==> config.mk <==
export PLATFORM = sky130hd
export DESIGN_NAME = tpcw_vec_cell
export DESIGN_NICKNAME = d
export VERILOG_FILES = /design/src/rtl/touch_point_to_color_wheel_defines.svh /design/src/rtl/tpcw_pkg.sv /design/src/rtl/tpcw_vec_cell.sv
export SDC_FILE = /design/constraint.sdc
export NUM_CORES = 1
export LEC_CHECK = 0
export ABC_CLOCK_PERIOD_IN_PS = 2400
export BUFFER_PORTS_ARGS = -buffer_cell sky130_fd_sc_hd__buf_4
export CAP_MARGIN = 20
export CORE_MARGIN = 2
export CORE_UTILIZATION = 25
export CTS_BUF_LIST = sky130_fd_sc_hd__clkbuf_16
export DETAILED_ROUTE_END_ITERATION = 16
export GPL_TIMING_DRIVEN = 1
export PLACE_DENSITY = 0.52
export SETUP_SLACK_MARGIN = 0.3
export SKIP_CTS_REPAIR_TIMING = 1
export SLEW_MARGIN = 10
export SYNTH_ARGS = -nofsm -noshare
export SYNTH_HDL_FRONTEND = slang
export SYNTH_SLANG_ARGS = --single-unit
export TNS_END_PERCENT = 10
==> constraint.sdc <==
create_clock -name clk -period 2.4 [get_ports clk]
set_input_delay 0.12 -clock clk [delete_from_list [all_inputs] [get_ports clk]]
set_output_delay 0.12 -clock clk [all_outputs]
set_load 0.05 [all_outputs]
==> src/rtl/touch_point_to_color_wheel_defines.svh <==
// Assertion helpers for the top-level RTL file.
// Each expects clk and rst_n to be visible where it is used.
`ifndef TOUCH_POINT_TO_COLOR_WHEEL_DEFINES_SVH
`define TOUCH_POINT_TO_COLOR_WHEEL_DEFINES_SVH

// Same-cycle implication.
`define TPCW_ASSERT_NOW(label, ante, cons) \
    label: assert property (@(posedge clk) disable iff (!rst_n) (ante) |-> (cons)) \
        else $error("touch_point_to_color_wheel: assertion failed");

// Next-cycle implication.
`define TPCW_ASSERT_NEXT(label, ante, cons) \
    label: assert property (@(posedge clk) disable iff (!rst_n) (ante) |=> (cons)) \
        else $error("touch_point_to_color_wheel: assertion failed");

`endif

==> src/rtl/tpcw_pkg.sv <==
package tpcw_pkg;

    // CORDIC step counts
    localparam int VEC_STEPS = 24;
    localparam int ROT_STEPS = 30;

    // datapath widths
    localparam int VEC_W   = 28;  // vectoring x/y (|dx| << 16 plus gain growth)
    localparam int ROT_W   = 33;  // rotation x/y in Q2.30
    localparam int ROT_Z_W = 34;  // rotation residual angle
    localparam int CFG_ADDR_W = 1;
    localparam int CFG_DATA_W = 8;

    // angles in 2^-32 turn
    localparam logic [31:0] HALF_TURN    = 32'h8000_0000;
    localparam logic [31:0] QUARTER_TURN = 32'h4000_0000;
    localparam logic [31:0] THIRD_TURN   = 32'h5555_5555;

    localparam logic signed [ROT_W-1:0] CORDIC_GAIN_Q30 = 33'sd652032874;

    localparam logic [CFG_DATA_W-1:0] CENTER_RESET = 8'd120;

    typedef enum logic [CFG_ADDR_W-1:0] {
        REG_CENTER_X = 1'b0,
        REG_CENTER_Y = 1'b1
    } cfg_reg_t;

    typedef struct packed {
        logic signed [VEC_W-1:0] x;
        logic signed [VEC_W-1:0] y;
        logic [31:0]             ang;
        logic                    zero;   // touch right on the center
    } vec_word_t;

    typedef struct packed {
        logic signed [ROT_W-1:0]   x;
        logic signed [ROT_W-1:0]   y;
        logic signed [ROT_Z_W-1:0] z;
        logic                      neg;  // angle was folded by half a turn
    } rot_word_t;

    // atan(2^-i) in 2^-32 turn
    function automatic logic [31:0] atan_turn(input logic [4:0] idx);
        logic [31:0] val;
        unique case (idx)
            5'd0:    val = 32'd536870912;
            5'd1:    val = 32'd316933406;
            5'd2:    val = 32'd167458907;
            5'd3:    val = 32'd85004756;
            5'd4:    val = 32'd42667331;
            5'd5:    val = 32'd21354465;
            5'd6:    val = 32'd10679838;
            5'd7:    val = 32'd5340245;
            5'd8:    val = 32'd2670163;
            5'd9:    val = 32'd1335087;
            5'd10:   val = 32'd667544;
            5'd11:   val = 32'd333772;
            5'd12:   val = 32'd166886;
            5'd13:   val = 32'd83443;
            5'd14:   val = 32'd41722;
            5'd15:   val = 32'd20861;
            5'd16:   val = 32'd10430;
            5'd17:   val = 32'd5215;
            5'd18:   val = 32'd2608;
            5'd19:   val = 32'd1304;
            5'd20:   val = 32'd652;
            5'd21:   val = 32'd326;
            5'd22:   val = 32'd163;
            5'd23:   val = 32'd81;
            5'd24:   val = 32'd41;
            5'd25:   val = 32'd20;
            5'd26:   val = 32'd10;
            5'd27:   val = 32'd5;
            5'd28:   val = 32'd3;
            5'd29:   val = 32'd1;
            default: val = 32'd0;
        endcase
        return val;
    endfunction

endpackage

==> src/rtl/tpcw_vec_cell.sv <==
// One vectoring CORDIC step: drive y toward zero, accumulate angle.
module tpcw_vec_cell #(
    parameter int STEP = 0
) (
    input  logic                clk,
    input  logic                en,
    input  tpcw_pkg::vec_word_t d_in,
    output tpcw_pkg::vec_word_t d_out
);

    logic signed [tpcw_pkg::VEC_W-1:0] x_in;
    logic signed [tpcw_pkg::VEC_W-1:0] y_in;
    logic signed [tpcw_pkg::VEC_W-1:0] x_sh;
    logic signed [tpcw_pkg::VEC_W-1:0] y_sh;
    logic [31:0]                       atan_c;
    tpcw_pkg::vec_word_t               out_reg;
    tpcw_pkg::vec_word_t               out_next;

    assign x_in   = d_in.x;
    assign y_in   = d_in.y;
    assign x_sh   = x_in >>> STEP;
    assign y_sh   = y_in >>> STEP;
    assign atan_c = tpcw_pkg::atan_turn(5'(STEP));

    always_comb
    begin
        out_next = d_in;
        if (!y_in[tpcw_pkg::VEC_W-1] && (y_in != '0))
        begin
            out_next.x   = x_in + y_sh;
            out_next.y   = y_in - x_sh;
            out_next.ang = d_in.ang + atan_c;
        end
        else
        begin
            out_next.x   = x_in - y_sh;
            out_next.y   = y_in + x_sh;
            out_next.ang = d_in.ang - atan_c;
        end
    end

    always_ff @(posedge clk)
    begin
        if (en)
        begin
            out_reg <= out_next;
        end
    end

    assign d_out = out_reg;

endmodule

## Word-level counts from Yosys, hierarchy flattened

Cells that the tools add are included.

| cells by class | value |
|---|---|
| add/sub/neg operators | 5 |
| multiply operators | 0 |
| divide/modulo/power cells | 0 |
| $lt $le $gt $ge | 0 |
| eq/ne operators | 0 |
| shift operators | 0 |
| muxes and demuxes | 1 |
| bitwise logic cells | 0 |
| reduce and logical (&&, ||, !) cells | 3 |

Operators with widths:

| kind | count |
|---|---|
| $mux W88 | 1 |
| $sub A28 B28 Y28 | 2 |
| $add A32 B30 Y32 const B | 1 |
| $sub A32 B30 Y32 const B | 1 |
| $add A28 B28 Y28 | 1 |
| $reduce_bool A28 Y1 | 1 |
| $logic_and A1 B1 Y1 | 1 |
| $logic_not A1 Y1 | 1 |

| word-level totals | value |
|---|---|
| register bits after elaboration | 89 |
| latch bits | 0 |
| memory bits (writable) | 0 |
| ROM bits | 0 |
| input port bits | 91 |
| memories | 0 |

## Longest topological paths before layout

Gate-level depths: netlist of the first run.

| depth | value |
|---|---|
| depth after elaboration | 3 |
| depth in mapped cells | 12 |
| depth with buffers taken out | 12 |

## Worst setup path after synthesis of the first run

Ideal clock, no wire load.

| timing | value |
|---|---|
| kind | input to register |
| start | input port d_in[33] in the netlist's numbering |
| end | register out_reg (netlist bit d_out[85]) (data pin) |
| setup time | 0.268 ns |
| arrival time | 2.255 ns |
| slack | -0.123 ns |
| stages on the path | 12 |
| buffers on the path | 0 |
| cell sequence | ha_1 -> inv_1 -> fa_1 -> o21ba_4 -> nor4_1 -> nor3_1 -> o311ai_2 -> o21ai_0 -> nor4_1 -> nor3_1 -> o21ai_0 -> xnor2_1 |

RTL lines:

| element | RTL line | source |
|---|---|---|
| start: declaration | tpcw_vec_cell.sv:7 | `input tpcw_pkg::vec_word_t d_in,` |
| end signal: assignment | tpcw_vec_cell.sv:46 | `out_reg <= out_next;` |
| end: declaration | tpcw_vec_cell.sv:16 | `tpcw_pkg::vec_word_t out_reg;` |

==> summary.md, run 1 <==
| Metric | Value |
|---|---|
| Status | `completed` |
| Rows | `62` |
| HPWL after DPL | `about 21 mm` |
| Synthesized cell area | `7340 um^2` |
| Via count | `7122` |
| Initial antenna violation count | `0` |
| CTS Buffer Depth | `2` |
| Slew @ Worst Pin | `0.471 ns` |
| Tot GR Track Use | `0.162` |
| Ys Warns | `0` |
| CTS sink cnt | `88` |
| Die area | `30700 um^2` |
| CP Class | `input pin to flip-flop` |
| WHS Endpoint | `d_out[30]` |
| Startpoint Class | `input pin` |
| Footprint of the multi-input gates | `4850 um^2` |
| Die Ht | `175 um` |
| Crit path max fanout | `8` |
| Fill cells | `2908` |
| Hold slack final | `0.0783 ns` |
| Drt via density | `approximately 4.6` |
| GRT Residual Overflow | `0` |
| Port bufs | `roughly 180` |
| WL final | `25.9 mm` |
| ANT nets after route | `0` |
| Global-route wire length before repair | `38.6 mm` |
| Syn Area/Cell | `9.09 um^2` |
| Period utilisation layout | `0.980` |
| Worst-path clk slew | `around 0.07 ns` |
| Worst min-delay path startpoint | `d_in[30]` |
| Share of post-route cells with drive strength above 1 | `0.407` |
| Die width | `175 um` |
| CP arrival | `roughly 2.4 ns` |
| Post-Synthesis Cells | `807` |
| Starting DRT DRC Count | `535` |
| Avg WL per Cell | `16.5 um` |
| Top Ports | `180` |
| Leak | `5.17 nW` |
| CP Capture Type | `flip-flop` |
| Inserted Diodes | `0` |
| Final Max Tran Viols | `0` |
| Number of max-cap violations | `0` |
| Crit path time final | `2.35 ns` |
| Synth cell count leaders | `edfxtp_1, a21oi_1, inv_1, ha_1, nor2_1` |
| Synth unique cells | `64` |
| Final core utilization | `0.408` |
| Max Freq | `425 MHz` |
| Synth Register Bits | `88` |
| CTS buffer count | `9` |
| Area delta synth->final | `60.0%` |
| Pre-antenna DRT Iters | `6` |
| Final std cells w/o fill | `1565` |
| DRC | `0` |
| CTS root buf | `clkbuf_16` |
| Main flop type after synthesis | `edfxtp_1` |
| RSZ-0062 raised after global routing | `true` |
| # H-tree levels | `3` |
| Synth area leaders | `edfxtp_1, ha_1, xnor2_1, a21oi_1, inv_1` |
| RD Place Congestion | `0.924` |
| Layout Nets | `1352` |
| Largest net degree at the start of global routing | `between 40 and 50` |
| CTS tree | `done` |
| Final Hold Viols | `0` |
| Final Setup Violations | `0` |
| Cells after DPL | `1510` |
| Post-synth ARST share | `0` |
| Worst endpoint required time | `2.49 ns` |
| Count leader, synth | `edfxtp_1` |
| Post-Syn Nets | `983` |
| Worst Hold Class | `input pin to flip-flop` |
| Hold-critical path depth | `2` |
| Post-synth top area share | `0.360` |
| Dominant cell type by area after synthesis | `edfxtp_1` |
| Post-synth EDFFs | `88` |
| Register area | `2640 um^2` |
| Maximum vdd drop | `0.344 mV` |
| Core area | `about 29000 um^2` |
| Max reg flops | `88` |
| PwrDens | `577 nW/um^2` |
| Relative slew slack | `0.683` |
| Register area share after synthesis | `0.360` |
| Power, Total | `~0.0068 W` |
| Vias in the first global route | `6752` |
| Starting Density | `0.255` |
==> final cells by class <==
class / instances / share of cell area
clock buffers: 9 / 0.0192
multi-input cells: 594 / 0.413
clock inverters: 7 / 0.00810
inverters: 88 / 0.0283
repair buffers: 395 / 0.265
flip-flops and latches: 88 / 0.225
well taps: 384 / 0.0409
==> how the worst max path moves through the flow <==
stage                        start         to  slack, ns  cells past startpoint
after floorplan           d_in[39]  d_out[88]       0.02                     11
after global placement    d_in[38]  d_out[88]      -0.41                     13
after detailed placement  d_in[66]  d_out[59]      -0.50                     13
after CTS                 d_in[66]  d_out[59]      -0.13                     13
after global routing      d_in[33]  d_out[83]     -0.009                     13
final                     d_in[66]  d_out[83]       0.05                     12
==> placed cells by master, fill, tap and decap left out, types with 5 or more instances in the layout <==
master and count:
buf_4 351, edfxtp_1 88, ha_2 5, o21ai_0 30
nor2b_1 8, inv_1 78, nand2_1 38, nand2b_1 8
dlygate4sd3_1 30, nand3_1 9, o21a_1 12, or3_1 6
nor3_1 11, o21ai_1 10, clkbuf_16 9, o21bai_1 15
nor2_1 68, a21o_1 17, xnor2_1 50, nand4_1 7
o211ai_1 6, inv_2 7, mux2i_1 6, ha_1 68
buf_6 10, a21oi_2 7, a21oi_1 79, o21ai_2 6
a211oi_1 8, nor4_1 8, ha_4 8, o31ai_1 5
==> cells by family after synthesis <==
family                   after synthesis  synth area share
XOR/XNOR                              55            0.0656
AND/OR/NAND/NOR                      195             0.126
flip-flops                            88             0.360
adder cells (fa/ha/maj)               85             0.149
buffers and inverters                125            0.0668
multiplexers                           8            0.0111
AO/OA/AOI/OAI                        251             0.221
==> layer usage <==
layer	wire, um	GRT usage
met5	0	0
met4	307	0.0378
met3	1290	0.0186
met2	11000	0.233
met1	13300	0.253
==> critical path, stage by stage <==
cell and delay [ns]:
buf_4 0.13, buf_4 0.14, ha_4 0.27, buf_8 0.13, nor4_4 0.06, or3_4 0.39
a311o_1 0.40, and3_4 0.20, o22ai_4 0.17, o21a_1 0.20, mux2i_1 0.11, xnor2_1 0.13
==> where the power goes <==
part / leakage [nW] / internal [W] / switching [W]
Clock: 0.157 / 0.000913 / 0.000582
Sequential: 0.861 / 0.00197 / 0.0000607
Combinational: 4.15 / 0.00129 / 0.00195
==> per-stage QoR <==
stage	cell area, um^2	worst slack (ns)	TNS, ns
after global routing	11700	-0.00942	-0.00942
after floorplan	7440	0.0188	0
after global placement	10400	-0.405	-10.31
after CTS	10800	-0.127	-0.636
final	11700	0.0472	0
after detailed placement	10400	-0.499	-10.99
No activity file was read; power rests on OpenSTA's default activity.
==> run 2, diff against run 1 <==
--- a/config.mk
+++ b/config.mk
@@ -5,6 +5,7 @@
 export SDC_FILE = /design/constraint.sdc
 export NUM_CORES = 1
 export LEC_CHECK = 0
+export ABC_AREA = 1
 export ABC_CLOCK_PERIOD_IN_PS = 2400
 export BUFFER_PORTS_ARGS = -buffer_cell sky130_fd_sc_hd__buf_4
 export CAP_MARGIN = 20
@@ -13,7 +14,8 @@
 export CTS_BUF_LIST = sky130_fd_sc_hd__clkbuf_16
 export DETAILED_ROUTE_END_ITERATION = 16
 export GPL_TIMING_DRIVEN = 1
-export PLACE_DENSITY = 0.52
+export HOLD_SLACK_MARGIN = 0.12
+export PLACE_DENSITY = 0.51
 export SETUP_SLACK_MARGIN = 0.3
 export SKIP_CTS_REPAIR_TIMING = 1
 export SLEW_MARGIN = 10
==> summary.md, run 2 <==
| Metric | Value |
|---|---|
| Slew @ Worst Pin | `0.558 ns` |
| Post-route setup TNS | `0 ns` |
| CP Class | `input pin to flip-flop` |
| Die Ht | `196 um` |
| Status | `completed` |
| Most frequent cells in the layout | `nand2_1, inv_1, buf_4, nand3_1, nor2_1` |
| Via count | `around 9.6k` |
| Count leader, synth | `nand2_1` |
| Synth cell count leaders | `nand2_1, inv_1, nand3_1, nor2_1, edfxtp_1` |
| CTS root buf | `clkbuf_16` |
| Share of post-route cells with drive strength above 1 | `0.179` |
| Post-synth top area share | `0.286` |
| Synth area leaders | `edfxtp_1, nand2_1, inv_1, ha_1, nand3_1` |
| Worst Hold Class | `input pin to flip-flop` |
| Relative slew slack | `0.628` |
| Vias in the first global route | `9130` |
| # H-tree levels | `3` |
| Final Max Tran Viols | `0` |
| Drt via density | `about 4.5` |
| Global-route wire length before repair | `between 50 and 60 mm` |
| Port bufs | `between 150 and 200` |
| Pre-antenna DRT Iters | `6` |
| Ys Warns | `0` |
| Startpoint Class | `input pin` |
| Starting Density | `0.253` |
| Largest net degree at the start of global routing | `89` |
| Layout Nets | `1837` |
| PwrDens | `543 nW/um^2` |
| Final Hold Viols | `0` |
| Avg WL per Cell | `~17 um` |
| DRC | `0` |
| ANT nets after route | `0` |
| Post-synth EDFFs | `just under 90` |
| Worst endpoint required time | `2.50 ns` |
| Fill cells | `between 4k and 5k` |
| Cells after DPL | `between 2k and 2.5k` |
| Worst min-delay path startpoint | `d_in[61]` |
| HPWL after DPL | `30.6 mm` |
| Synth unique cells | `31` |
| Worst-path clk slew | `approximately 0.08 ns` |
| Setup crit end | `d_out[32]` |
| Dominant cell type by area after synthesis | `edfxtp_1` |
| Starting DRT DRC Count | `598` |
| Maximum vdd drop | `0.346 mV` |
| Crit path max fanout | `4` |
| RD Place Congestion | `between 0.9 and 1` |
| Area delta synth->final | `30.3%` |
| Synthesized cell area | `around 9000 um^2` |
| Post-Synthesis Cells | `1413` |
| Max Freq | `around 520 MHz` |
| Hold slack final | `0.148 ns` |
| Period utilisation layout | `0.802` |
| Final std cells w/o fill | `roughly 2.1k` |
| RSZ-0062 raised after global routing | `true` |
| Power, Total | `between 0.006 and 0.007 W` |
| Final Setup Violations | `0` |
| Main flop type after synthesis | `edfxtp_1` |
| Crit path from | `d_in[34]` |
| CTS Buffer Depth | `2` |
| Tot GR Track Use | `0.185` |
| CP Capture Type | `flip-flop` |
| Top Ports | `180` |
| Rows | `70` |
| Initial antenna violation count | `0` |
| CTS tree | `done` |
| Leak | `around 6.4 nW` |
| Register area share after synthesis | `0.286` |
| Inserted Diodes | `0` |
| CTS sink cnt | `about 90` |
| Crit path time final | `1.92 ns` |
| CTS buffer count | `9` |
| GRT Residual Overflow | `0` |
| Max reg flops | `88` |
| Syn Area/Cell | `6.54 um^2` |
| Most common cell after layout, fill and taps aside | `nand2_1` |
| Synth Register Bits | `88` |
| CP arrival | `2.02 ns` |
| Post-synth ARST share | `0` |
| Die width | `196 um` |
| Die area | `a little under 40000 um^2` |
| Number of max-cap violations | `0` |
| Core area | `roughly 37000 um^2` |
| Post-Syn Nets | `1589` |
| WL final | `35.9 mm` |
## run 2: changes by cell type after synthesis, moves of 12 or more
cell,previous run,this run
nand4_1,7,31
a21o_1,17,0
nor4_1,12,0
clkbuf_1,25,3
xnor2_1,51,2
a21oi_1,87,66
inv_1,84,276
nor2_2,0,15
nor2_1,72,93
nand3_1,10,126
xor2_1,4,26
o21a_1,13,1
nand2_1,38,474
## run 2: area by class of cell
class / count / area [um^2] / share of cell area
repair buffers: 272 / 2140 / 0.178
inverters: 277 / 1040 / 0.0863
clock buffers: 9 / 225 / 0.0187
multi-input cells: 1013 / 5340 / 0.443
clock inverters: 7 / 76.3 / 0.00633
well taps: 468 / 586 / 0.0486
flip-flops and latches: 88 / 2640 / 0.219
## run 2: stage by stage
step	utilization	area [um^2]	setup slack, ns
4_1_cts	0.321	11700	-0.0386
6_report	0.330	12000	0.475
2_1_floorplan	-	9240	0.504
3_3_place_gp	0.312	11400	-0.447
5_1_grt	0.330	12000	0.268
3_5_place_dp	0.312	11400	-0.422
## run 2: routing by layer
layer  up-vias  wire [um]  track usage
met5         -          0            0
met4         0        562       0.0435
met3        27       1700       0.0217
met2       275      16000        0.297
met1      4356      17700        0.264
li1       4928          -            -
## run 2: worst min path at each step
stage / end / cells after the start / slack [ns]
2_1_floorplan: d_out[0] / 0 / 0.22
3_3_place_gp: d_out[29] / 1 / 0.30
3_5_place_dp: d_out[28] / 1 / 0.30
4_1_cts: d_out[22] / 1 / -0.08
5_1_grt: d_out[33] / 3 / 0.17
6_report: d_out[33] / 3 / 0.15
## run 2: power breakdown
part           total (W)  internal [W]  switching (W)
combinational    0.00301      0.000965        0.00205
sequential       0.00200       0.00193      0.0000694
clock            0.00152      0.000823       0.000700
total            0.00654       0.00372        0.00282
## run 2: logic make-up after synthesis
| group | Yosys count | synth area share |
|---|---|---|
| xor gates and xnor gates | 28 | 0.0265 |
| and+or+nand+nor | 763 | 0.349 |
| DFF | 88 | 0.286 |
| buffers and inverters | 312 | 0.141 |
| AOI/OAI and AO/OA | 137 | 0.0795 |
| adders and majority gates | 85 | 0.118 |
## run 2: worst max-delay path: stages
cell and delay, ns:
buf_4 0.13, inv_1 0.20, nand4_1 0.26, nor3_4 0.26, nand3_2 0.18, nand2_2 0.12
inv_2 0.06, fa_1 0.38, xnor2_1 0.15, xor2_1 0.16
