$ cat config.mk
export PLATFORM = sky130hd
export DESIGN_NAME = tpcw_rot_cell
export DESIGN_NICKNAME = d
export VERILOG_FILES = /design/src/rtl/touch_point_to_color_wheel_defines.svh /design/src/rtl/tpcw_pkg.sv /design/src/rtl/tpcw_rot_cell.sv
export SDC_FILE = /design/constraint.sdc
export NUM_CORES = 1
export LEC_CHECK = 0
export ABC_AREA = 0
export BUFFER_PORTS_ARGS = -buffer_cell sky130_fd_sc_hd__buf_2
export CORE_ASPECT_RATIO = 1.25
export CORE_MARGIN = 1
export CORE_UTILIZATION = 55
export DETAILED_ROUTE_END_ITERATION = 10
export GPL_TIMING_DRIVEN = 0
export PLACE_DENSITY = 0.88
export SLEW_MARGIN = 10
export SYNTH_ARGS = -nofsm -noshare
export SYNTH_HDL_FRONTEND = slang
export SYNTH_SLANG_ARGS = --single-unit
$ cat constraint.sdc
create_clock -name clk -period 4.3 [get_ports clk]
set_input_delay 0.645 -clock clk [delete_from_list [all_inputs] [get_ports clk]]
set_output_delay 0.645 -clock clk [all_outputs]
set_load 0.01 [all_outputs]
$ cat src/rtl/touch_point_to_color_wheel_defines.svh
// Assertion helpers for the top-level RTL file.
// Each expects clk and rst_n to be visible where it is used.
`ifndef TOUCH_POINT_TO_COLOR_WHEEL_DEFINES_SVH
`define TOUCH_POINT_TO_COLOR_WHEEL_DEFINES_SVH

// Same-cycle implication.
`define TPCW_ASSERT_NOW(label, ante, cons) \
    label: assert property (@(posedge clk) disable iff (!rst_n) (ante) |-> (cons)) \
        else $error("touch_point_to_color_wheel: assertion failed");

// Next-cycle implication.
`define TPCW_ASSERT_NEXT(label, ante, cons) \
    label: assert property (@(posedge clk) disable iff (!rst_n) (ante) |=> (cons)) \
        else $error("touch_point_to_color_wheel: assertion failed");

`endif

$ cat src/rtl/tpcw_pkg.sv
package tpcw_pkg;

    // CORDIC step counts
    localparam int VEC_STEPS = 24;
    localparam int ROT_STEPS = 30;

    // datapath widths
    localparam int VEC_W   = 28;  // vectoring x/y (|dx| << 16 plus gain growth)
    localparam int ROT_W   = 33;  // rotation x/y in Q2.30
    localparam int ROT_Z_W = 34;  // rotation residual angle
    localparam int CFG_ADDR_W = 1;
    localparam int CFG_DATA_W = 8;

    // angles in 2^-32 turn
    localparam logic [31:0] HALF_TURN    = 32'h8000_0000;
    localparam logic [31:0] QUARTER_TURN = 32'h4000_0000;
    localparam logic [31:0] THIRD_TURN   = 32'h5555_5555;

    localparam logic signed [ROT_W-1:0] CORDIC_GAIN_Q30 = 33'sd652032874;

    localparam logic [CFG_DATA_W-1:0] CENTER_RESET = 8'd120;

    typedef enum logic [CFG_ADDR_W-1:0] {
        REG_CENTER_X = 1'b0,
        REG_CENTER_Y = 1'b1
    } cfg_reg_t;

    typedef struct packed {
        logic signed [VEC_W-1:0] x;
        logic signed [VEC_W-1:0] y;
        logic [31:0]             ang;
        logic                    zero;   // touch right on the center
    } vec_word_t;

    typedef struct packed {
        logic signed [ROT_W-1:0]   x;
        logic signed [ROT_W-1:0]   y;
        logic signed [ROT_Z_W-1:0] z;
        logic                      neg;  // angle was folded by half a turn
    } rot_word_t;

    // atan(2^-i) in 2^-32 turn
    function automatic logic [31:0] atan_turn(input logic [4:0] idx);
        logic [31:0] val;
        unique case (idx)
            5'd0:    val = 32'd536870912;
            5'd1:    val = 32'd316933406;
            5'd2:    val = 32'd167458907;
            5'd3:    val = 32'd85004756;
            5'd4:    val = 32'd42667331;
            5'd5:    val = 32'd21354465;
            5'd6:    val = 32'd10679838;
            5'd7:    val = 32'd5340245;
            5'd8:    val = 32'd2670163;
            5'd9:    val = 32'd1335087;
            5'd10:   val = 32'd667544;
            5'd11:   val = 32'd333772;
            5'd12:   val = 32'd166886;
            5'd13:   val = 32'd83443;
            5'd14:   val = 32'd41722;
            5'd15:   val = 32'd20861;
            5'd16:   val = 32'd10430;
            5'd17:   val = 32'd5215;
            5'd18:   val = 32'd2608;
            5'd19:   val = 32'd1304;
            5'd20:   val = 32'd652;
            5'd21:   val = 32'd326;
            5'd22:   val = 32'd163;
            5'd23:   val = 32'd81;
            5'd24:   val = 32'd41;
            5'd25:   val = 32'd20;
            5'd26:   val = 32'd10;
            5'd27:   val = 32'd5;
            5'd28:   val = 32'd3;
            5'd29:   val = 32'd1;
            default: val = 32'd0;
        endcase
        return val;
    endfunction

endpackage

$ cat src/rtl/tpcw_rot_cell.sv
// One rotation CORDIC step: rotate (x, y) to drive z toward zero.
module tpcw_rot_cell #(
    parameter int STEP = 0
) (
    input  logic                clk,
    input  logic                en,
    input  tpcw_pkg::rot_word_t d_in,
    output tpcw_pkg::rot_word_t d_out
);

    logic signed [tpcw_pkg::ROT_W-1:0]   x_in;
    logic signed [tpcw_pkg::ROT_W-1:0]   y_in;
    logic signed [tpcw_pkg::ROT_Z_W-1:0] z_in;
    logic signed [tpcw_pkg::ROT_W-1:0]   x_sh;
    logic signed [tpcw_pkg::ROT_W-1:0]   y_sh;
    logic signed [tpcw_pkg::ROT_Z_W-1:0] atan_c;
    tpcw_pkg::rot_word_t                 out_reg;
    tpcw_pkg::rot_word_t                 out_next;

    assign x_in   = d_in.x;
    assign y_in   = d_in.y;
    assign z_in   = d_in.z;
    assign x_sh   = x_in >>> STEP;
    assign y_sh   = y_in >>> STEP;
    assign atan_c = {{(tpcw_pkg::ROT_Z_W-32){1'b0}}, tpcw_pkg::atan_turn(5'(STEP))};

    always_comb
    begin
        out_next = d_in;
        if (!z_in[tpcw_pkg::ROT_Z_W-1])
        begin
            out_next.x = x_in - y_sh;
            out_next.y = y_in + x_sh;
            out_next.z = z_in - atan_c;
        end
        else
        begin
            out_next.x = x_in + y_sh;
            out_next.y = y_in - x_sh;
            out_next.z = z_in + atan_c;
        end
    end

    always_ff @(posedge clk)
    begin
        if (en)
        begin
            out_reg <= out_next;
        end
    end

    assign d_out = out_reg;

endmodule

Yosys cells after proc, flatten, opt, wreduce, memory -nomap -nowiden
Cells that the tools add are included.
Word-level totals
  bits in registers: 101
  bits of input ports: 103
  output and inout bits: 101
  word-level logic and storage cells: 10
Operators by class
  $add $sub $neg: 5
  muxes and demuxes: 1
Operators by type and width (number)
  $mux 100: 1
  $sub 33x33->33: 2
  $add 34x31->34 const B: 1
  $sub 34x31->34 const B: 1
  $add 33x33->33: 1

Depth between registers and ports, before layout
Gate-level depths: netlist of run 1.
  word-level depth: 2
  mapped depth: 13
  depth with buffers taken out: 13

Worst setup path after synthesis of run 1
OpenSTA, ideal clock, no wires.
  path kind: in2reg
  start: in d_in[35] (netlist name)
  end: reg out_reg (netlist bit d_out[67]) (data pin)
  setup time: 268 ps
  arrival time: 2903 ps
  required time: 4032 ps
  setup slack: 1129 ps
  stages on the path: 12
  buffers on the path: 0
  cells stage by stage: ha_1 fa_1 nor2b_1 o211ai_1 a31oi_1 nor2_1 o21ai_1 a211o_1 o211ai_2 o21ai_0 mux2_2 xor2_1
RTL lines
  start: declaration: RTL line tpcw_rot_cell.sv:7  | input tpcw_pkg::rot_word_t d_in,
  end signal: assignment: RTL line tpcw_rot_cell.sv:48  | out_reg <= out_next;
  end: declaration: RTL line tpcw_rot_cell.sv:17  | tpcw_pkg::rot_word_t out_reg;

==> reports/summary.txt, run 1 <==
Failing checks = DRC
Async SR Flop Fraction = 0%
Pwr Total = 3.34 mW
Area growth syn-to-layout = 18.6%
Post-DRT Antenna Nets = 0
Clk root buf = clkbuf_16
Top cell family by delay on the critical path = compound AO/OA/AOI/OAI gates
Hold Path Class = in -> reg
Hold path endpoint = d_out[22]
Reg clk slew, reported paths = 0.08 ns
Row Count = 51
DR pass1 iterations = 8
Die Height = 143 um
Slew margin rel. = 33.2%
CP max-delay cell = fa_1
Initial Utilization = 56.2%
Post-Syn Instances = 954
WP data required = 4.40 ns
Nets = 1375
Share of layout cells above drive strength 1 = 22.7%
Status = complete, but fails checks
CP dominant cell by count = nor2_1
CP max FO = 5
Die Span X = 115 um
Final hold violations = 0
Vias per cell = 5.84
Number of clock sinks = 100
Crit. End Element = flop
Largest net degree at the start of global routing = 72
CP Buf/Inv Count = 1
Peak supply drop = 0.188 mV
Final HPWL DP = 20.1 mm
EDFF count, synth = 100
Syn Nets = 1160
PostCTS Resize Cnt = 0
Cell Pwr Density = 323 mW/mm^2
Cell Chain, Critical Path = buf_2 > ha_1 > fa_1 > nor2b_1 > o211ai_1 > a31oi_1 > nor2_1 > o21ai_1 > a21boi_1 > nor2_1 > a41o_1 > a32oi_1 > xor2_1
Critical path class = in -> reg
Vias in the first global route = 7638
Tmin final = 3.79 ns
Initial detailed-routing violation count = 790
Max-Cap Viols = 0
Initial antenna violation count = 0
Predominant post-synthesis flop cell = edfxtp_1
CTS max path bufs = 2
WP data arrival = 3.88 ns
Gr usage total = 31.0%
Total core area = 0.0155 mm^2
Library cells used by synthesis = 81
Leakage power = 4.71 nW
DIE AREA = 0.0164 mm^2
Antenna diode count = 0
Hold buffers post-CTS = 0
CP Launch Type = input port
# H-tree levels = 3
Worst Max-Slew Pin Slew = 1.00 ns
Critical Path Max Stage Delay = 0.41 ns
CTS tree = built
Inst Count DP = 1370
Global placer's final weighted congestion = 0.954
Mapped Avg Cell Area = 9.14 um^2
Max reg flops = 100
Setup TNS = 0 ns
Final setup viols = 0
Drc violations = 2
Port Buffers = 203
Final Instance Count excl. Fillers = 1386
GR Overflow Total = 0
Mapped Area = 0.00872 mm^2
# Post-CTS Setup Buffers = 0
DR WL/cell = 18.5 um
Final worst-path cycle share = 88.1%
Max-slew violations = 0
CTS buffer count = 9
Routed Wire Length = 25.6 mm
Worst Min Path Start = d_in[22]
Seq/Total Area, Yosys = 34.4%
Peak Freq = 264 MHz
Critical Path Stages = 13
Yosys warnings = 0
Seq cells post-synth = 100
DR vias = 8096
Wire length of the first global-routing pass = 39.2 mm
IO Pins = 204
Hold path depth = 1
RSZ-0062 raised after global routing = false
==> worst max-delay path by stage <==
stage                   from    endpoint  slack, ns
finish              d_in[35]   d_out[65]       0.51
global route        d_in[57]   d_out[99]       0.36
CTS                 d_in[35]   d_out[67]       0.64
detailed placement  d_in[46]  d_out[100]       0.26
global placement    d_in[35]   d_out[67]       0.29
floorplan           d_in[35]   d_out[67]       1.13
==> logic make-up (layout without fill, tap and decap cells) <==
kind of cell	Yosys count	in the layout	share of synthesized area, %
DFF	100	100	34.4
muxes	13	13	1.51
xor gates and xnor gates	65	65	6.53
and+or+nand+nor	212	212	11.3
adders and majority gates	103	103	15.1
buffers and inverters	149	369	7.78
AOI/OAI and AO/OA	312	312	23.3
==> where the power goes <==
group	leakage, nW	total, mW	switching, mW	internal (mW)
Clock	0.152	0.858	0.438	0.420
Sequential	0.979	1.29	0.0336	1.25
Combinational	3.58	1.20	0.729	0.468
==> stage by stage <==
step / instance area (um^2) / worst slack, ns / hold slack, ns / util, %
global route: 10300 / 0.365 / 0.446 / 66.7
CTS: 10300 / 0.643 / 0.447 / 66.7
floorplan: 8720 / 1.13 / 0.744 / -
global placement: 10000 / 0.288 / 0.821 / 64.5
finish: 10300 / 0.513 / 0.457 / 66.7
detailed placement: 10000 / 0.259 / 0.823 / 64.7
==> cell type report <==
class	count	area [um^2]
fillers	1346	5160
multi-input cells	705	5040
flip-flops and latches	100	3000
repair buffers	204	1050
inverters	108	405
plain buffers	41	273
well taps	212	265
clock buffers	9	225
clock inverters	7	88.8
==> synth_stat cells, types with 10 or more instances <==
cell type  instances  area [um^2]
ha_1              99         1240
a21oi_1          114          571
o21ai_0           48          240
o31ai_1           14          105
o21bai_1          16          120
mux2i_1           12          120
a21o_1            22          165
edfxtp_1         100         3000
xnor2_1           56          490
nand2_1           41          154
o211ai_1          10         75.1
inv_1            101          379
clkbuf_1          18         67.6
nor3_1            15         75.1
a31oi_1           16          100
nand3_1           18         90.1
nor2_1            87          327
==> per-layer routing <==
layer	global-route usage, %	wire length, um
met5	0	0
met4	12.7	906
met3	4.41	1940
met2	54.5	12700
met1	37.9	10000
==> layout by cell type (no fill, tap or decap), types with 5 or more instances in the layout <==
cell / instances
nor2b_1: 9
o21ai_0: 48
edfxtp_1: 100
buf_2: 207
o21a_1: 5
a21o_1: 22
and2_1: 7
nor2_1: 87
xnor2_1: 56
xor2_1: 9
clkbuf_16: 9
nor3_1: 15
mux2i_1: 12
nor4_1: 5
o211ai_1: 10
a31oi_1: 16
clkbuf_8: 9
o41ai_1: 6
o31ai_1: 14
ha_1: 99
nand3_1: 18
o21ai_1: 5
inv_1: 101
nand4_1: 5
nand2_1: 41
nand2b_1: 9
buf_1: 5
a21oi_1: 114
o21bai_1: 16
a211oi_1: 7
clkbuf_1: 18
Note: power is estimated with default switching activity, not from simulation.
==> inputs of run 2 (changes only) <==
--- a/config.mk
+++ b/config.mk
@@ -5,14 +5,15 @@
 export SDC_FILE = /design/constraint.sdc
 export NUM_CORES = 1
 export LEC_CHECK = 0
-export ABC_AREA = 0
+export ABC_AREA = 1
 export BUFFER_PORTS_ARGS = -buffer_cell sky130_fd_sc_hd__buf_2
 export CORE_ASPECT_RATIO = 1.25
 export CORE_MARGIN = 1
-export CORE_UTILIZATION = 55
+export CORE_UTILIZATION = 41
 export DETAILED_ROUTE_END_ITERATION = 10
 export GPL_TIMING_DRIVEN = 0
-export PLACE_DENSITY = 0.88
+export PLACE_DENSITY = 0.69
+export RECOVER_POWER = 25
 export SLEW_MARGIN = 10
 export SYNTH_ARGS = -nofsm -noshare
 export SYNTH_HDL_FRONTEND = slang
==> reports/summary.txt, run 2 <==
Wire length of the first global-routing pass = 57.9 mm (+48%)
Status = complete, but fails checks
Hold buffers post-CTS = 0 (unchanged)
Critical path class = in -> reg
RSZ-0062 raised after global routing = false
Post-DRT Antenna Nets = 0 (unchanged)
Cell Pwr Density = 281 mW/mm^2 (-13%)
Reg clk slew, reported paths = 0.08 ns (about the same)
Leakage power = 7.18 nW (+52%)
Cell Chain, Critical Path = clkbuf_1 > clkbuf_1 > clkbuf_1 > o22ai_1
Worst Max-Slew Pin Slew = 1.91 ns (+0.913 ns)
Peak Freq = 383 MHz (+45%)
Slew margin rel. = -27.7% (-61 points)
Drc violations = 0 (-2)
Total core area = 0.0261 mm^2 (+68%)
Library cells used by synthesis = 36 (-56%)
Critical Path Max Stage Delay = 0.82 ns (+0.41 ns)
WP data required = 4.32 ns (-0.08 ns)
PostCTS Resize Cnt = 0 (unchanged)
Predominant post-synthesis flop cell = edfxtp_1
Synth cell count leaders = nand2_1, inv_1, nand3_1
Setup TNS = 0 ns (unchanged)
Hold Path Class = in -> reg
CP max-delay cell = clkbuf_1
Final worst-path cycle share = 60.7% (-27 points)
Most common cell after layout, fill and taps aside = nand2_1
Final hold violations = 0 (unchanged)
CP Launch Type = input port
EDFF count, synth = 100 (unchanged)
Vias in the first global route = 10817 (+42%)
Yosys top cell area share = 27.5% (-7.0 points)
Post-Syn Instances = 1724 (+81%)
Area growth syn-to-layout = 16.3%
Peak supply drop = 0.185 mV (-1.6%)
Routed Wire Length = 38.4 mm (+50%)
Global placer's final weighted congestion = 0.949 (-0.56%)
Async SR Flop Fraction = 0% (unchanged)
Syn Nets = 1930 (+66%)
Failing checks = capacitance limit, slew limit
Die Height = 184 um (+29%)
Vias per cell = 4.98 (-15%)
Seq cells post-synth = 100 (unchanged)
DIE AREA = 0.0273 mm^2 (+67%)
# Post-CTS Setup Buffers = 0 (unchanged)
CTS buffer count = 9 (unchanged)
CP dominant cell by count = clkbuf_1
Clk root buf = clkbuf_16
DR vias = 11380 (+41%)
Tmin final = 2.61 ns (-1.18 ns)
Nets = 2144 (+56%)
GR Overflow Total = 0 (unchanged)
Max reg flops = 100 (unchanged)
Commonest cells after routing, fill and taps aside = nand2_1, inv_1, buf_2, nand3_1, nor2_1
Mapped Avg Cell Area = 6.34 um^2 (-31%)
WP data arrival = 2.62 ns (-1.26 ns)
Top-count cell post-synth = nand2_1
Die Span X = 148 um (+29%)
Max-Cap Viols = 1 (+1)
Final HPWL DP = 32.6 mm (+62%)
Yosys warnings = 0 (unchanged)
CP max FO = 10 (+5)
Setup WS post-layout = 1.69 ns (+1.18 ns)
Number of clock sinks = 100 (unchanged)
Seq/Total Area, Yosys = 27.5% (-7.0 points)
Final setup viols = 0 (unchanged)
CTS max path bufs = 2 (unchanged)
Largest net degree at the start of global routing = 67 (-6.9%)
Initial detailed-routing violation count = 701 (-11%)
IO Pins = 204 (unchanged)
Cell taking the most area after synthesis = edfxtp_1
# H-tree levels = 3 (unchanged)
Share of layout cells above drive strength 1 = 15.5% (-7.2 points)
Row Count = 66 (+29%)
CTS tree = built
Initial antenna violation count = 1 (+1)
DR pass1 iterations = 8 (unchanged)
DR WL/cell = 16.8 um (-9.1%)
Setup Slack @ Placement = 1.31 ns (+1.05 ns)
Max-slew violations = 35 (+35)
Initial Utilization = 41.9% (-14 points)
Gr usage total = 28.5% (-2.5 points)
Crit. End Element = flop
Mapped Area = 0.0109 mm^2 (+25%)
Port Buffers = 202 (-0.49%)
Top cells by area, synth = edfxtp_1, nand2_1, inv_1, ha_1, nand3_1
-- run 2: critical path: cells and delay by family --
kind / cells / cell delay (ns)
AOI/OAI and AO/OA: 1 / 0.39
buffers and inverters: 3 / 1.58
-- run 2: logic make-up after synthesis --
kind of cell | after synthesis | share of synthesized area (%)
xor+xnor | 26 | 2.09
fa+ha+maj | 103 | 12.1
buf+inv | 393 | 14.5
flops | 100 | 27.5
simple gates | 964 | 36.9
compound gates | 138 | 6.90
-- run 2: final cells by class --
class | count | area [um^2]
Clock inverter | 7 | 88.8
Sequential cell | 100 | 3000
Inverter | 349 | 1310
Tap cell | 340 | 425
Antenna cell | 1 | 2.50
Multi-Input combinational cell | 1231 | 6330
Timing Repair Buffer | 203 | 1030
Fill cell | 2754 | 13400
Buffer | 44 | 279
Clock buffer | 9 | 225
-- run 2: per-layer routing --
layer | global-route usage [%] | wire, um | up-vias
li1 | - | - | 5760
met1 | 31.1 | 15000 | 5116
met2 | 52.5 | 19200 | 404
met3 | 3.66 | 2120 | 100
met4 | 16.8 | 2070 | 0
met5 | 0 | 0 | -
-- run 2: power by group --
part           leakage (nW)  internal (mW)  switching [mW]
registers             0.978           1.23          0.0280
clock network         0.153          0.422           0.440
logic                  6.05          0.467           0.986
total                  7.18           2.11            1.45
-- run 2: stage by stage --
step           std cells  power (mW)  cell area, um^2  util, %  hold slack [ns]
6_report            2284        3.57            12700     48.7            0.449
5_1_grt             2284        3.79            12700     48.7            0.431
4_1_cts             2283        3.59            12700     48.7            0.436
3_5_place_dp        2267        2.72            12400     47.5            0.824
3_3_place_gp        2266        2.70            12400     47.4            0.822
2_1_floorplan       1724        2.17            10900        -            0.744
-- run 2: path summary, 6_finish.rpt --
check                     from         to  slack, ns  cells after the start
worst min-delay path   d_in[3]   d_out[3]       0.45                      1
worst max-delay path  d_in[34]  d_out[41]       1.69                      4
==> inputs of run 3 (changes only) <==
--- a/config.mk
+++ b/config.mk
@@ -12,7 +12,7 @@
 export CORE_UTILIZATION = 41
 export DETAILED_ROUTE_END_ITERATION = 10
 export GPL_TIMING_DRIVEN = 0
-export PLACE_DENSITY = 0.69
+export PLACE_DENSITY = 0.71
 export RECOVER_POWER = 25
 export SLEW_MARGIN = 10
 export SYNTH_ARGS = -nofsm -noshare
==> constraint.sdc (replaced) <==
create_clock -name clk -period 2.2 [get_ports clk]
set_input_delay 0.33 -clock clk [delete_from_list [all_inputs] [get_ports clk]]
set_output_delay 0.33 -clock clk [all_outputs]
set_load 0.01 [all_outputs]
==> reports/summary.txt, run 3 (synthesis gave the netlist of run 2 again) <==
Vias per cell = 5.02 (+0.81%)
Nets = 2144 (unchanged)
Antenna diode count = 0 (-1)
CP max FO = 10 (unchanged)
Status = completed
Share of layout cells above drive strength 1 = 16.8% (+1.2 points)
Final HPWL DP = 33.5 mm (+2.9%)
Routed Wire Length = 39.5 mm (+3.0%)
Worst Setup SP = d_in[34]
Most common cell after layout, fill and taps aside = nand2_1
Top cell family by delay on the critical path = buffers and inverters
Max-Cap Viols = 0 (-1)
Port Buffers = 202 (unchanged)
Reg clk slew, reported paths = 0.08 ns (about the same)
CP dominant cell by count = clkbuf_1
DR WL/cell = 17.3 um (+3.0%)
# H-tree levels = 3 (unchanged)
IO Pins = 204 (unchanged)
WP data required = 2.24 ns (-2.08 ns)
Vias in the first global route = 10834 (+0.16%)
Crit. End Element = flop
Area growth syn-to-layout = 16.6%
Max-slew violations = 0 (-100%)
CTS buffer count = 9 (unchanged)
Worst Max-Slew Pin Slew = 0.998 ns (-0.917 ns)
Initial antenna violation count = 0 (-1)
Leakage power = 7.17 nW (-0.12%)
Total core area = 0.0261 mm^2 (unchanged)
Die Span X = 148 um (unchanged)
Global placer's final weighted congestion = 0.992 (+4.5%)
Max reg flops = 100 (unchanged)
Initial detailed-routing violation count = 843 (+20%)
Peak Freq = 472 MHz
Worst Min Path Start = d_in[15]
Cell Pwr Density = 551 mW/mm^2 (+96%)
GR Overflow Total = 0 (unchanged)
Inst Count DP = 2267 (unchanged)
Layout fillers = 2796 (+1.5%)
Initial Utilization = 41.9% (unchanged)
DR vias = 11467 (+0.76%)
Peak supply drop = 0.359 mV (+94%)
Number of clock sinks = 100 (unchanged)
Post-DRT Antenna Nets = 0 (unchanged)
Clk root buf = clkbuf_16
Cell Chain, Critical Path = clkbuf_1 > clkbuf_1 > clkbuf_1 > o22ai_1
Commonest cells after routing, fill and taps aside = nand2_1, inv_1, buf_2, nand3_1, edfxtp_1
CTS tree = built
Critical Path Max Stage Delay = 0.76 ns (-0.06 ns)
Final Instance Count excl. Fillers = 2283 (-0.044%)
Tmin final = 2.12 ns
Final worst-path cycle share = 96.3%
DIE AREA = 0.0273 mm^2 (unchanged)
Gr usage total = 29.1% (+0.58 points)
Setup WS post-layout = 0.0805 ns (-1.61 ns)
Setup Slack @ Placement = -0.432 ns (-1.74 ns)
DR pass1 iterations = 5 (-3)
Wire length of the first global-routing pass = 59.1 mm (+1.9%)
CTS max path bufs = 2 (unchanged)
Final hold violations = 0 (unchanged)
Die Height = 184 um (unchanged)
Final core area utilization = 48.8% (+0.13 points)
Critical path class = in -> reg
WHS = 0.130 ns (-0.320 ns)
# Post-CTS Setup Buffers = 0 (unchanged)
Hold Path Class = in -> reg
Drc violations = 0 (unchanged)
CP Buf/Inv Count = 3 (unchanged)
Largest net degree at the start of global routing = 64 (-4.5%)
CP Launch Type = input port
WP data arrival = 2.16 ns (-0.46 ns)
CP max-delay cell = clkbuf_1
Row Count = 66 (unchanged)
Slew margin rel. = 33.5% (+61 points)
Final setup viols = 0 (unchanged)
## run 3: cell count changes in the layout (fill, tap and decap cells not counted), moves of 2 or more
cell | before | now
nand2_1 | 636 | 627
nand2_2 | 18 | 26
nor2_1 | 106 | 99
nor2_2 | 8 | 15
a21oi_1 | 73 | 68
a21oi_2 | 2 | 7
inv_1 | 337 | 335
inv_2 | 10 | 12
## run 3: power breakdown
part           leakage (nW)  switching [mW]  internal (mW)
clock                 0.150           0.866          0.821
sequential            0.978          0.0533           2.40
combinational          6.04            1.96          0.920
## run 3: timing repair
| item | 4_1_cts | 5_1_grt |
|---|---|---|
| hold buffers | 0 | 0 |
| gates resized for setup | 1 | 23 |
| setup endpoints to repair | 2 | 19 |
## run 3: path summary, 6_finish.rpt
path  cells after the start         to
min                       1  d_out[15]
max                       4  d_out[41]
## run 3: layer usage
metal  GRT usage [%]  vias up  share of wire, %
met5               0        -                 0
met4            17.0        0               5.6
met3            2.62      101               4.7
met2            53.0      418                50
met1            32.9     5201                40
li1                -     5747                 -
## run 3: metrics by stage
| step | instance area, um^2 | setup TNS [ns] | power [mW] |
|---|---|---|---|
| 2_1_floorplan | 10900 | 0 | 4.25 |
| 3_3_place_gp | 12400 | -30.12 | 5.29 |
| 3_5_place_dp | 12400 | -11.62 | 5.33 |
| 4_1_cts | 12700 | 0 | 7.02 |
| 5_1_grt | 12700 | -0.00428 | 7.42 |
| 6_report | 12700 | 0 | 7.02 |
## run 3: layout make-up
cell class / count / area (um^2) / share of cell area [%]
flip-flops and latches: 100 / 3000 / 23.6
multi-input cells: 1231 / 6390 / 50.2
repair buffers: 203 / 1020 / 7.98
clock inverters: 7 / 81.3 / 0.639
well taps: 340 / 425 / 3.34
plain buffers: 44 / 279 / 2.19
clock buffers: 9 / 225 / 1.77
inverters: 349 / 1310 / 10.3
